--- config.mk ---
export PLATFORM = sky130hd
export DESIGN_NAME = nfc_type4_tag_apdu_responder_flat
export DESIGN_NICKNAME = d
export VERILOG_FILES = /design/src/sv/nfc4_pkg.sv /design/src/sv/nfc4_if.sv /design/src/sv/nfc4_dpath.sv /design/src/sv/nfc4_ctrl.sv /design/src/sv/nfc_type4_tag_apdu_responder.sv /design/src/flat_wrapper.sv
export SDC_FILE = /design/constraint.sdc
export NUM_CORES = 2
export LEC_CHECK = 0
export BUFFER_PORTS_ARGS = -buffer_cell sky130_fd_sc_hd__buf_2
export CORE_MARGIN = 2
export CORE_UTILIZATION = 43
export CTS_CLUSTER_SIZE = 25
export DETAILED_ROUTE_END_ITERATION = 10
export GPL_ROUTABILITY_DRIVEN = 0
export PLACE_DENSITY = 0.63
export SYNTH_ARGS = -nofsm -noshare
export SYNTH_HDL_FRONTEND = slang
export SYNTH_HIERARCHICAL = 1
export SYNTH_SLANG_ARGS = --single-unit
--- constraint.sdc ---
create_clock -name clk_i -period 18.91 [get_ports clk_i]
set_clock_uncertainty 0.05 [all_clocks]
set_input_delay 0.9455 -clock clk_i [delete_from_list [all_inputs] [get_ports clk_i]]
set_output_delay 0.9455 -clock clk_i [all_outputs]
set_load 0.01 [all_outputs]
--- src/sv/nfc4_pkg.sv ---
// Shared types, constants and tables of the type 4 tag APDU responder.
`default_nettype none
package nfc4_pkg;

  localparam int unsigned NdefSizeDefault = 256;
  localparam int unsigned CfgIdxW = 8;

  localparam logic [47:0] PasswordReset = 48'h534553414D45;
  localparam logic [55:0] AppIdReset    = 56'hD2760000850101;

  localparam logic [CfgIdxW-1:0] RegPassword = 8'd0;
  localparam logic [CfgIdxW-1:0] RegAppId    = 8'd1;

  localparam logic [8:0] PosMax = 9'd511;
  localparam logic [4:0] CcSize = 5'd15;

  localparam logic [7:0] InsSelect = 8'hA4;
  localparam logic [7:0] InsRead   = 8'hB0;
  localparam logic [7:0] InsUpdate = 8'hD6;
  localparam logic [7:0] P1ByName  = 8'h04;
  localparam logic [7:0] P1ByFid   = 8'h00;
  localparam logic [7:0] FidHigh   = 8'hE1;
  localparam logic [7:0] FidCc     = 8'h03;
  localparam logic [7:0] FidNdef   = 8'h04;

  localparam logic [15:0] SwOk       = 16'h9000;
  localparam logic [15:0] SwNotFound = 16'h6A82;
  localparam logic [15:0] SwNoSpace  = 16'h6A84;
  localparam logic [15:0] SwDenied   = 16'h6982;
  localparam logic [15:0] SwBadIns   = 16'h6D00;

  typedef enum logic [1:0] {
    FILE_NONE = 2'd0,
    FILE_CC   = 2'd1,
    FILE_NDEF = 2'd2
  } file_e;

  typedef enum logic [2:0] {
    S_IDLE,
    S_PAD,
    S_DECIDE,
    S_RD_REQ,
    S_RD_CAP,
    S_SW1,
    S_SW2,
    S_LAST
  } ctrl_state_e;

  typedef enum logic [1:0] {
    PUSH_READ,
    PUSH_SW1,
    PUSH_SW2
  } push_sel_e;

  typedef struct packed {
    logic      absorb;
    logic      pad;
    logic      session;
    logic      decide;
    logic      rd_issue;
    logic      push;
    push_sel_e push_sel;
    logic      emit_last;
  } ctrl_cmd_t;

  typedef struct packed {
    logic clr_busy;
    logic pad_needed;
    logic rd_pending;
    logic buf_full;
    logic out_free;
  } dp_status_t;

  // capability container, max file size field from the store size
  function automatic logic [7:0] cc_byte(logic [3:0] idx, logic [15:0] size_field);
    logic [7:0] v;
    case (idx)
      4'd0:    v = 8'h00;
      4'd1:    v = 8'h0F;
      4'd2:    v = 8'h20;
      4'd3:    v = 8'h00;
      4'd4:    v = 8'h54;
      4'd5:    v = 8'h00;
      4'd6:    v = 8'hFF;
      4'd7:    v = 8'h04;
      4'd8:    v = 8'h06;
      4'd9:    v = 8'hE1;
      4'd10:   v = 8'h04;
      4'd11:   v = size_field[15:8];
      4'd12:   v = size_field[7:0];
      default: v = 8'h00;
    endcase
    return v;
  endfunction

endpackage
`default_nettype wire

--- src/sv/nfc4_if.sv ---
// Handshake channels of the responder: command bytes, response words, register writes.
`default_nettype none
interface nfc4_in_if;
  logic       valid;
  logic       ready;
  logic       opcode;
  logic [7:0] command_byte;
  logic       last_byte;
  modport source(output valid, opcode, command_byte, last_byte, input ready);
  modport sink(input valid, opcode, command_byte, last_byte, output ready);
endinterface

interface nfc4_out_if;
  logic        valid;
  logic        ready;
  logic [63:0] response_word;
  logic [3:0]  byte_count;
  logic        last_word;
  logic        gate_open;
  modport source(output valid, response_word, byte_count, last_word, gate_open, input ready);
  modport sink(input valid, response_word, byte_count, last_word, gate_open, output ready);
endinterface

interface nfc4_cfg_if;
  logic        valid;
  logic        ready;
  logic [7:0]  reg_index;
  logic [63:0] wdata;
  modport source(output valid, reg_index, wdata, input ready);
  modport sink(input valid, reg_index, wdata, output ready);
endinterface
`default_nettype wire

--- src/sv/nfc4_dpath.sv ---
// Datapath: header capture, flags, NDEF store, capability table, response packing.
`default_nettype none
module nfc4_dpath import nfc4_pkg::*; #(
  parameter int unsigned NDEF_SIZE = NdefSizeDefault
) (
  input  logic               clk_i,
  input  logic               rst_ni,
  input  logic [7:0]         in_byte_i,
  input  ctrl_cmd_t          cmd_i,
  output dp_status_t         status_o,
  input  logic               cfg_we_i,
  input  logic [CfgIdxW-1:0] cfg_index_i,
  input  logic [63:0]        cfg_wdata_i,
  output logic               out_valid_o,
  input  logic               out_ready_i,
  output logic [63:0]        out_word_o,
  output logic [3:0]         out_count_o,
  output logic               out_last_o,
  output logic               out_gate_o
);

  localparam int unsigned AW = $clog2(NDEF_SIZE);
  localparam logic [16:0] SizeW = 17'(NDEF_SIZE);
  localparam logic [15:0] MaxField = 16'(NDEF_SIZE - 1);
  localparam logic [AW-1:0] LastAddr = AW'(NDEF_SIZE - 1);

  logic [47:0] pw_q;
  logic [55:0] aid_q;
  file_e       sel_q;
  logic        gate_q;
  logic [8:0]  pos_q;
  logic [31:0] hdr_q;
  logic [39:0] win_q;
  logic        aid_bad_q, wr_ok_q, fid_e1_q, fid_03_q, fid_04_q;
  logic [15:0] sw_q;
  logic [15:0] rd_addr_q;
  logic [7:0]  rd_rem_q;
  logic [63:0] buf_q;
  logic [3:0]  bcnt_q;
  logic        clr_busy_q;
  logic [AW-1:0] clr_addr_q;
  logic        out_valid_q;
  logic [63:0] out_word_q;
  logic [3:0]  out_count_q;
  logic        out_last_q;
  logic        out_gate_q;

  logic [7:0] mem [NDEF_SIZE];
  logic [7:0] mem_rd_q;
  logic [7:0] cc_rd_q;

  // absorb of one byte
  logic [7:0]  b;
  logic [31:0] hdr_ins;
  logic        wr_ok_new;
  logic        in_data;
  logic [8:0]  k;
  logic [55:0] aid_sh;
  logic        do_write;
  logic [47:0] win6;
  logic        pw_hit;
  logic [15:0] wa_full;

  always_comb begin
    b = cmd_i.pad ? 8'h00 : in_byte_i;
    hdr_ins = hdr_q;
    case (pos_q)
      9'd1:    hdr_ins[31:24] = hdr_q[31:24] | b;
      9'd2:    hdr_ins[23:16] = hdr_q[23:16] | b;
      9'd3:    hdr_ins[15:8]  = hdr_q[15:8] | b;
      9'd4:    hdr_ins[7:0]   = hdr_q[7:0] | b;
      default: hdr_ins = hdr_q;
    endcase
    wr_ok_new = (pos_q == 9'd4) && (hdr_ins[31:24] == InsUpdate) && (sel_q == FILE_NDEF)
                && (({1'b0, hdr_ins[23:8]} + {9'h000, hdr_ins[7:0]}) <= SizeW);
    in_data  = (pos_q >= 9'd5) && (pos_q < PosMax);
    k        = pos_q - 9'd5;
    aid_sh   = aid_q >> {3'd6 - k[2:0], 3'b000};
    do_write = in_data && wr_ok_q && (k < {1'b0, hdr_q[7:0]});
    win6     = {win_q, b};
    pw_hit   = (k >= 9'd5) && (win6 == pw_q);
    wa_full  = hdr_q[23:8] + {7'h00, k};
  end

  // response decision
  logic [7:0]  ins, p1, lc;
  logic [15:0] off;
  logic [16:0] size17;
  logic [16:0] rem17;
  file_e       sel_n;
  logic [15:0] sw_n;
  logic [7:0]  len_n;

  always_comb begin
    ins    = hdr_q[31:24];
    p1     = hdr_q[23:16];
    off    = hdr_q[23:8];
    lc     = hdr_q[7:0];
    size17 = (sel_q == FILE_CC) ? {12'h000, CcSize} : SizeW;
    rem17  = size17 - {1'b0, off};
    sel_n  = sel_q;
    sw_n   = SwOk;
    len_n  = 8'h00;
    priority if (ins == InsSelect) begin
      if (p1 == P1ByName) begin
        if (lc >= 8'd7 && !aid_bad_q) sel_n = FILE_NONE;
        else sw_n = SwNotFound;
      end else if (p1 == P1ByFid) begin
        if (fid_e1_q && fid_03_q) sel_n = FILE_CC;
        else if (fid_e1_q && fid_04_q) sel_n = FILE_NDEF;
        else sw_n = SwNotFound;
      end
    end else if (ins == InsRead) begin
      if ((sel_q == FILE_CC || sel_q == FILE_NDEF) && ({1'b0, off} < size17)) begin
        if (({1'b0, off} + {9'h000, lc}) > size17) len_n = rem17[7:0];
        else len_n = lc;
      end else begin
        sw_n = SwNotFound;
      end
    end else if (ins == InsUpdate) begin
      if (sel_q != FILE_NDEF) sw_n = SwDenied;
      else if (!wr_ok_q) sw_n = SwNoSpace;
    end else begin
      sw_n = SwBadIns;
    end
  end

  logic [7:0] rd_byte;
  logic [7:0] push_byte;

  always_comb begin
    rd_byte = (sel_q == FILE_CC) ? cc_rd_q : mem_rd_q;
    unique case (cmd_i.push_sel)
      PUSH_READ: push_byte = rd_byte;
      PUSH_SW1:  push_byte = sw_q[15:8];
      PUSH_SW2:  push_byte = sw_q[7:0];
      default:   push_byte = 8'h00;
    endcase
  end

  // store ports
  logic          mem_we;
  logic [AW-1:0] mem_wa;
  logic [7:0]    mem_wd;

  always_comb begin
    mem_we = clr_busy_q || (cmd_i.absorb && do_write);
    mem_wa = clr_busy_q ? clr_addr_q : wa_full[AW-1:0];
    mem_wd = clr_busy_q ? 8'h00 : b;
  end

  always_ff @(posedge clk_i) begin
    if (mem_we) mem[mem_wa] <= mem_wd;
    if (cmd_i.rd_issue) mem_rd_q <= mem[rd_addr_q[AW-1:0]];
  end

  always_ff @(posedge clk_i) begin
    if (cmd_i.rd_issue) cc_rd_q <= cc_byte(rd_addr_q[3:0], MaxField);
  end

  always_ff @(posedge clk_i or negedge rst_ni) begin
    if (!rst_ni) begin
      pw_q        <= PasswordReset;
      aid_q       <= AppIdReset;
      sel_q       <= FILE_NONE;
      gate_q      <= 1'b0;
      pos_q       <= '0;
      hdr_q       <= '0;
      win_q       <= '0;
      aid_bad_q   <= 1'b0;
      wr_ok_q     <= 1'b0;
      fid_e1_q    <= 1'b0;
      fid_03_q    <= 1'b0;
      fid_04_q    <= 1'b0;
      sw_q        <= SwOk;
      rd_addr_q   <= '0;
      rd_rem_q    <= '0;
      buf_q       <= '0;
      bcnt_q      <= '0;
      clr_busy_q  <= 1'b1;
      clr_addr_q  <= '0;
      out_valid_q <= 1'b0;
      out_word_q  <= '0;
      out_count_q <= '0;
      out_last_q  <= 1'b0;
      out_gate_q  <= 1'b0;
    end else begin
      if (cfg_we_i) begin
        if (cfg_index_i == RegPassword) pw_q <= cfg_wdata_i[47:0];
        else if (cfg_index_i == RegAppId) aid_q <= cfg_wdata_i[55:0];
      end
      if (clr_busy_q) begin
        clr_addr_q <= clr_addr_q + 1'b1;
        if (clr_addr_q == LastAddr) clr_busy_q <= 1'b0;
      end
      if (cmd_i.session || cmd_i.decide) begin
        pos_q     <= '0;
        hdr_q     <= '0;
        win_q     <= '0;
        aid_bad_q <= 1'b0;
        wr_ok_q   <= 1'b0;
        fid_e1_q  <= 1'b0;
        fid_03_q  <= 1'b0;
        fid_04_q  <= 1'b0;
      end else if (cmd_i.absorb) begin
        if (pos_q < PosMax) pos_q <= pos_q + 9'd1;
        hdr_q <= hdr_ins;
        if (wr_ok_new) wr_ok_q <= 1'b1;
        if (in_data) begin
          if (k < 9'd7 && b != aid_sh[7:0]) aid_bad_q <= 1'b1;
          if (k == 9'd0 && b == FidHigh) fid_e1_q <= 1'b1;
          if (k == 9'd1 && b == FidCc) fid_03_q <= 1'b1;
          if (k == 9'd1 && b == FidNdef) fid_04_q <= 1'b1;
          if (do_write) begin
            win_q <= win6[39:0];
            if (pw_hit) gate_q <= 1'b1;
          end
        end
      end
      if (cmd_i.session) begin
        sel_q  <= FILE_NONE;
        gate_q <= 1'b0;
      end
      if (cmd_i.decide) begin
        sel_q     <= sel_n;
        sw_q      <= sw_n;
        rd_addr_q <= off;
        rd_rem_q  <= len_n;
        buf_q     <= '0;
        bcnt_q    <= '0;
      end
      if (cmd_i.rd_issue) begin
        rd_addr_q <= rd_addr_q + 16'd1;
        rd_rem_q  <= rd_rem_q - 8'd1;
      end
      // a full buffer or the final bytes go to the output register
      if ((cmd_i.push && bcnt_q == 4'd8) || cmd_i.emit_last) begin
        out_valid_q <= 1'b1;
        out_word_q  <= buf_q;
        out_count_q <= cmd_i.emit_last ? bcnt_q : 4'd8;
        out_last_q  <= cmd_i.emit_last;
        out_gate_q  <= gate_q;
      end else if (out_ready_i) begin
        out_valid_q <= 1'b0;
      end
      if (cmd_i.push) begin
        if (bcnt_q == 4'd8) begin
          buf_q  <= {56'h0, push_byte};
          bcnt_q <= 4'd1;
        end else begin
          buf_q  <= buf_q | ({56'h0, push_byte} << {bcnt_q[2:0], 3'b000});
          bcnt_q <= bcnt_q + 4'd1;
        end
      end
    end
  end

  always_comb begin
    status_o.clr_busy   = clr_busy_q;
    status_o.pad_needed = (pos_q < 9'd12)
                          || ({1'b0, pos_q} < (10'd5 + {2'b00, hdr_q[7:0]}));
    status_o.rd_pending = (rd_rem_q != 8'h00);
    status_o.buf_full   = (bcnt_q == 4'd8);
    status_o.out_free   = !out_valid_q || out_ready_i;
  end

  assign out_valid_o = out_valid_q;
  assign out_word_o  = out_word_q;
  assign out_count_o = out_count_q;
  assign out_last_o  = out_last_q;
  assign out_gate_o  = out_gate_q;

endmodule
`default_nettype wire

--- src/sv/nfc4_ctrl.sv ---
// Controller state machine: byte intake, zero padding, decision, read walk, word output.
`default_nettype none
module nfc4_ctrl import nfc4_pkg::*; (
  input  logic       clk_i,
  input  logic       rst_ni,
  input  logic       in_valid_i,
  input  logic       in_opcode_i,
  input  logic       in_last_i,
  output logic       in_ready_o,
  input  dp_status_t status_i,
  output ctrl_cmd_t  cmd_o
);

  ctrl_state_e state_q, state_d;

  always_ff @(posedge clk_i or negedge rst_ni) begin
    if (!rst_ni) begin
      state_q <= S_IDLE;
    end else begin
      state_q <= state_d;
    end
  end

  always_comb begin
    state_d    = state_q;
    in_ready_o = 1'b0;
    cmd_o      = '0;
    cmd_o.push_sel = PUSH_READ;
    unique case (state_q)
      S_IDLE: begin
        in_ready_o = !status_i.clr_busy;
        if (in_valid_i && !status_i.clr_busy) begin
          if (in_opcode_i) begin
            cmd_o.session = 1'b1;
          end else begin
            cmd_o.absorb = 1'b1;
            if (in_last_i) state_d = S_PAD;
          end
        end
      end
      S_PAD: begin
        if (status_i.pad_needed) begin
          cmd_o.absorb = 1'b1;
          cmd_o.pad    = 1'b1;
        end else begin
          state_d = S_DECIDE;
        end
      end
      S_DECIDE: begin
        cmd_o.decide = 1'b1;
        state_d      = S_RD_REQ;
      end
      S_RD_REQ: begin
        if (status_i.rd_pending) begin
          cmd_o.rd_issue = 1'b1;
          state_d        = S_RD_CAP;
        end else begin
          state_d = S_SW1;
        end
      end
      S_RD_CAP: begin
        if (!status_i.buf_full || status_i.out_free) begin
          cmd_o.push = 1'b1;
          state_d    = S_RD_REQ;
        end
      end
      S_SW1: begin
        if (!status_i.buf_full || status_i.out_free) begin
          cmd_o.push     = 1'b1;
          cmd_o.push_sel = PUSH_SW1;
          state_d        = S_SW2;
        end
      end
      S_SW2: begin
        if (!status_i.buf_full || status_i.out_free) begin
          cmd_o.push     = 1'b1;
          cmd_o.push_sel = PUSH_SW2;
          state_d        = S_LAST;
        end
      end
      S_LAST: begin
        if (status_i.out_free) begin
          cmd_o.emit_last = 1'b1;
          state_d         = S_IDLE;
        end
      end
      default: state_d = S_IDLE;
    endcase
  end

endmodule
`default_nettype wire

--- src/sv/nfc_type4_tag_apdu_responder.sv ---
// Type 4 tag APDU responder: command bytes in, packed response words out.
// Usage:
//  in_i  : one APDU byte per word (opcode 0), last_byte on the final byte;
//          opcode 1 starts a session, clearing file choice and gate flag.
//  out_o : response words of up to eight bytes, read data then status word;
//          last_word marks the final word, the one that ends with the status word.
//  cfg_i : register writes (0 password, 1 application id), always ready.
// Timing: command bytes are taken while idle and the store is not being
// cleared. After the last byte the block pads missing bytes with zeros, one
// per cycle, up to max(12, 5+Lc) bytes, decides, then reads each data byte
// through the registered store/table read port, pushes the two status bytes
// and sends the last word.
// Reset: the NDEF store is swept to zero, one byte per cycle, over all NDEF_SIZE
// bytes; no command byte is taken meanwhile, register writes are.
// Stall: a full output word holds the packer until out_o.ready; a new
// command is taken while the last word still waits.
`default_nettype none
module nfc_type4_tag_apdu_responder import nfc4_pkg::*; #(
  parameter int unsigned NDEF_SIZE = NdefSizeDefault
) (
  input  logic              clk_i,
  input  logic              rst_ni,
  nfc4_in_if.sink           in_i,
  nfc4_out_if.source        out_o,
  nfc4_cfg_if.sink          cfg_i
);

  ctrl_cmd_t  cmd;
  dp_status_t status;

  assign cfg_i.ready = 1'b1;

  nfc4_ctrl u_ctrl (
    .clk_i       (clk_i),
    .rst_ni      (rst_ni),
    .in_valid_i  (in_i.valid),
    .in_opcode_i (in_i.opcode),
    .in_last_i   (in_i.last_byte),
    .in_ready_o  (in_i.ready),
    .status_i    (status),
    .cmd_o       (cmd)
  );

  nfc4_dpath #(
    .NDEF_SIZE (NDEF_SIZE)
  ) u_dpath (
    .clk_i       (clk_i),
    .rst_ni      (rst_ni),
    .in_byte_i   (in_i.command_byte),
    .cmd_i       (cmd),
    .status_o    (status),
    .cfg_we_i    (cfg_i.valid),
    .cfg_index_i (cfg_i.reg_index),
    .cfg_wdata_i (cfg_i.wdata),
    .out_valid_o (out_o.valid),
    .out_ready_i (out_o.ready),
    .out_word_o  (out_o.response_word),
    .out_count_o (out_o.byte_count),
    .out_last_o  (out_o.last_word),
    .out_gate_o  (out_o.gate_open)
  );

`ifndef SYNTHESIS
  a_no_intake_while_clearing: assert property (@(posedge clk_i) disable iff (!rst_ni)
    status.clr_busy |-> !in_i.ready)
    else $error("command byte taken during store clear");

  a_count_range: assert property (@(posedge clk_i) disable iff (!rst_ni)
    out_o.valid |-> (out_o.byte_count != 4'd0) && (out_o.byte_count <= 4'd8))
    else $error("response word byte count out of range");

  a_mid_word_full: assert property (@(posedge clk_i) disable iff (!rst_ni)
    (out_o.valid && !out_o.last_word) |-> (out_o.byte_count == 4'd8))
    else $error("non-final response word not full");
`endif

endmodule
`default_nettype wire
--- src/flat_wrapper.sv ---
// flat-port wrapper written by rule: the top's interface ports become plain ports
module nfc_type4_tag_apdu_responder_flat import nfc4_pkg::*;
#(
  parameter int unsigned NDEF_SIZE = NdefSizeDefault
)
  (clk_i, rst_ni, in_i_valid, in_i_opcode, in_i_command_byte, in_i_last_byte, in_i_ready, out_o_valid, out_o_response_word, out_o_byte_count, out_o_last_word, out_o_gate_open, out_o_ready, cfg_i_valid, cfg_i_reg_index, cfg_i_wdata, cfg_i_ready);
  nfc4_in_if in_i_i ();
  nfc4_out_if out_o_i ();
  nfc4_cfg_if cfg_i_i ();
  input  logic clk_i;
  input  logic rst_ni;
  input wire logic [$bits(in_i_i.valid)-1:0] in_i_valid;
  input wire logic [$bits(in_i_i.opcode)-1:0] in_i_opcode;
  input wire logic [$bits(in_i_i.command_byte)-1:0] in_i_command_byte;
  input wire logic [$bits(in_i_i.last_byte)-1:0] in_i_last_byte;
  output wire logic [$bits(in_i_i.ready)-1:0] in_i_ready;
  output wire logic [$bits(out_o_i.valid)-1:0] out_o_valid;
  output wire logic [$bits(out_o_i.response_word)-1:0] out_o_response_word;
  output wire logic [$bits(out_o_i.byte_count)-1:0] out_o_byte_count;
  output wire logic [$bits(out_o_i.last_word)-1:0] out_o_last_word;
  output wire logic [$bits(out_o_i.gate_open)-1:0] out_o_gate_open;
  input wire logic [$bits(out_o_i.ready)-1:0] out_o_ready;
  input wire logic [$bits(cfg_i_i.valid)-1:0] cfg_i_valid;
  input wire logic [$bits(cfg_i_i.reg_index)-1:0] cfg_i_reg_index;
  input wire logic [$bits(cfg_i_i.wdata)-1:0] cfg_i_wdata;
  output wire logic [$bits(cfg_i_i.ready)-1:0] cfg_i_ready;
  assign in_i_i.valid = in_i_valid;
  assign in_i_i.opcode = in_i_opcode;
  assign in_i_i.command_byte = in_i_command_byte;
  assign in_i_i.last_byte = in_i_last_byte;
  assign in_i_ready = in_i_i.ready;
  assign out_o_valid = out_o_i.valid;
  assign out_o_response_word = out_o_i.response_word;
  assign out_o_byte_count = out_o_i.byte_count;
  assign out_o_last_word = out_o_i.last_word;
  assign out_o_gate_open = out_o_i.gate_open;
  assign out_o_i.ready = out_o_ready;
  assign cfg_i_i.valid = cfg_i_valid;
  assign cfg_i_i.reg_index = cfg_i_reg_index;
  assign cfg_i_i.wdata = cfg_i_wdata;
  assign cfg_i_ready = cfg_i_i.ready;
  nfc_type4_tag_apdu_responder #(.NDEF_SIZE(NDEF_SIZE)) u_core (.clk_i(clk_i), .rst_ni(rst_ni), .in_i(in_i_i), .out_o(out_o_i), .cfg_i(cfg_i_i));
endmodule
==> key figures <==
Worst setup path
  – Most frequent CP cell: buf_4
  – Crit-path cells: ha_1 > inv_1 > ha_1 > o21a_1 > o21ai_0 > nand2b_1 > a21oi_1 > nor2b_1 > o21ai_0 > a21oi_1 > o31ai_1 > nand4bb_1 > o21ai_1 > buf_4 > nand2_1 > nor2_1 > o2111ai_2 > buf_4 > o41a_2 > buf_4 > o21bai_4 > buf_4 > nor3_1
  – Worst setup endpoint: u_core/u_dpath/mem[205][7]
  – CP max stage delay: 1.10 ns
  – Flop2flop setup slack: 11.73 ns
  – Worst EP required: 19.34 ns
  – Crit Path Category: flop to flop
  – Crit Reg-Reg Startpoint: u_core/u_dpath/hdr_q[0]
  – CP Max Fanout: 43
  – Critical path arrival: 7.62 ns
  – R2R cell count: 23
  – Critical path launch point type: flop
  – CP max-delay cell: nor3_1
  – Crit end category: flop
  – Worst setup path start: u_core/u_dpath/hdr_q[0]
  – Endpoint of the worst register-to-register path: u_core/u_dpath/mem[205][7]

GRT
  – Total GRT Usage: 20.2%
  – Largest net degree at the start of global routing: 257
  – Number of global-route vias before repair: 51900
  – Initial antenna violation count: 1
  – Total grt overflow: 0
  – First-pass GRT wire length: about 350000 um

Yosys
  – Most common cell in the synthesized netlist: edfxtp_1
  – Yosys top cell by area: edfxtp_1
  – Seq/Total Area, Yosys: 71.7%
  – Synthesized area: 99400 um2
  – Top cells by area, synth: edfxtp_1 (62%), mux4_2 (15%), dfrtp_1 (8.4%)
  – Flops & latches, synth: 2432
  – Post-synth top area share: a little over 60%
  – Post-synth top flop: edfxtp_1
  – Post-Syn Nets: 5368
  – Synth warn: 6
  – Mapped Cells: 5208
  – Post-synth ARST share: 15.1%
  – Top post-synthesis cells by count: edfxtp_1 (2064), mux4_2 (677), dfrtp_1 (332)
  – Post-synth EDFFs: about 2100
  – Synth unique cells: 88
  – Mean Syn Cell Area: 19.1 um2

Routing
  – First-pass iteration count of the detailed router: 6
  – DR vias/cell: between 5 and 6
  – First DRT Iteration DRCs: 5951
  – Routed Antenna Nets: 0
  – Total Wirelength: approximately 240000 um
  – Residual DRC count: 0
  – Drt wl/cell: around 27 um
  – Vias: just over 50000

STA
  – Hold slack: 0.292 ns
  – Max Slew Vio Count: 0
  – Tcrit/Tclk final: a little under two fifths
  – Setup tns final: 0 ns
  – Worst slew margin: approximately 2.2%
  – RSZ-0062 raised after global routing: no
  – Period minus WS final: 7.18 ns
  – Worst-Margin Slew: about 1.5 ns
  – Final Hold Fails: 0
  – Final setup violation count: 0
  – Fmax: 139 MHz

Finish
  – Layout filler cell count: roughly 19000
  – Layout overhead on the synthesized area: 13.6%
  – Final #Nets: 5676
  – Share of layout cells above drive strength 1: 30.7%

Min path
  – Hold crit path type: input pin to flop
  – Hold Startpoint: cfg_i_wdata[51]

Die
  – # IOs: 160
  – Initial Utilization: between 40% and 50%
  – Row count: 176
  – CORE AREA: approximately 230000 um2
  – Die span in x: 485 um
  – Die height: ~480 um
  – Die area: 235000 um2

Clock tree
  – Post-CTS setup buffer count: 0
  – Clock transition at path regs: 0.06 ns
  – Root buf cell: clkbuf_16
  – Worst skew pair latency: 0.89 ns
  – Sinks on Clock Net: 2432
  – CTS Buf Count: roughly 240
  – Max clock buf depth: 3
  – CTS tree: yes
  – CTS H-tree lvls: 4
  – Post-CTS sizing: 0

Pwr
  – P_leak: 0.0374 uW
  – Worst vdd ir: 0.000355 V
  – Pwr/cell area: 145 nW/um2

Job
  – Maxcap violations: 0

Placed design
  – IO buf count: 150
  – DP HPWL: 141000 um

Outcome
  – Outcome: finished clean
[what timing repair did]
action / CTS / global route
endpoints found under the hold margin: 54 / 0
endpoints found under the setup margin: 0 / 0
hold buffers: 1 / 0
[power breakdown]
part           total (uW)  switching (uW)  internal, uW
Clock                4740            2030          2720
Combinational        5030            3210          1810
Sequential           6570             230          6340
[metrics by stage]
| step | total power (uW) | instances | instance area, um2 | utilization (%) | setup WS [ns] |
|---|---|---|---|---|---|
| 2_1_floorplan | 9850 | 5208 | 99400 | - | 9.29 |
| 3_3_place_gp | 11700 | 8296 | 105000 | 45.6 | 11.60 |
| 3_5_place_dp | 11700 | 8296 | 105000 | 45.6 | 11.69 |
| 4_1_cts | 16500 | 8743 | 113000 | 49.1 | 11.71 |
| 5_1_grt | 16900 | 8748 | 113000 | 49.1 | 11.39 |
| 6_report | 16300 | 8749 | 113000 | 49.1 | 11.73 |
[area by class of cell]
| class | instances | area (um2) | area share (%) |
|---|---|---|---|
| Sequential cell | 2432 | 71300 | 63.1 |
| Tap cell | 3026 | 3790 | 3.35 |
| Multi-Input combinational cell | 2354 | 26800 | 23.8 |
| Clock inverter | 133 | 1490 | 1.32 |
| Antenna cell | 1 | 2.50 | 0.00222 |
| Clock buffer | 313 | 6410 | 5.68 |
| Inverter | 76 | 285 | 0.253 |
| Timing Repair Buffer | 414 | 2810 | 2.49 |
[per-layer routing]
metal	up-vias	GRT usage, %	wire (um)
li1	21800	-	-
met1	27700	30.0	104000
met2	2025	31.5	113000
met3	334	3.21	16900
met4	0	5.00	5270
met5	-	0	0
[placed cells by master, fill, tap and decap left out, types with 10 or more instances in the layout]
cell and instances:
clkbuf_1 57, clkinv_2 36, nand2b_1 21, a21oi_1 129
dfstp_2 36, and3_1 15, xnor2_1 71, a22o_1 14
bufinv_16 24, nand3_1 28, ha_1 69, mux2i_1 20
nand2_1 189, nor4_1 55, o21ai_0 175, or3_1 13
a21o_1 10, o21a_1 15, nor2_1 116, dfrtp_1 326
inv_1 72, nor2b_1 27, edfxtp_1 2064, mux2_2 175
mux4_2 677, clkbuf_8 17, a31oi_1 10, nand4_1 30
xor2_1 32, clkinv_1 48, nor3_1 204, o22ai_1 17
buf_2 150, buf_4 255, nor4_2 45, clkbuf_16 238
[registers in the layout, summed over array words and instances, names as in the netlist, 9 cells and up]
signal	count
u_core/u_dpath/out_word_o	64
u_core/u_dpath/hdr_q	32
u_core/u_dpath/aid_q	56
u_core/u_dpath/mem	2048
u_core/u_dpath/win_q	40
u_core/u_dpath/pw_q	48
u_core/u_dpath/buf_q	64
u_core/u_dpath/pos_q	9
[worst max-delay path: cells and delay by family (launching register included)]
| family | cells | cell delay (ns) |
|---|---|---|
| buffers and inverters | 5 | 1.28 |
| AND/OR/NAND/NOR | 6 | 1.70 |
| adder cells (fa/ha/maj) | 2 | 0.60 |
| AO/OA/AOI/OAI | 10 | 2.53 |
| flip-flops | 1 | 0.50 |
[cell families after synthesis]
group | Yosys count | synth area share, %
and+or+nand+nor | 821 | 4.14
AOI/OAI and AO/OA | 483 | 2.96
xor gates and xnor gates | 104 | 0.924
adders and majority gates | 73 | 0.949
buffers and inverters | 422 | 1.80
DFF | 2432 | 71.7
other | 1 | 0.00377
muxes | 872 | 17.5
[how the worst min path moves through the flow]
| stage | to | slack (ns) | cells past startpoint |
|---|---|---|---|
| after detailed placement | u_core/u_dpath/buf_q[57] | 0.42 | 2 |
| final | u_core/u_dpath/aid_q[51] | 0.29 | 2 |
| after global routing | u_core/u_dpath/aid_q[49] | 0.25 | 2 |
| after CTS | u_core/u_dpath/aid_q[55] | 0.23 | 2 |
| after floorplan | u_core/u_dpath/buf_q[31] | 0.39 | 2 |
| after global placement | u_core/u_dpath/buf_q[55] | 0.41 | 2 |
Note: power is estimated with default switching activity, not from simulation.
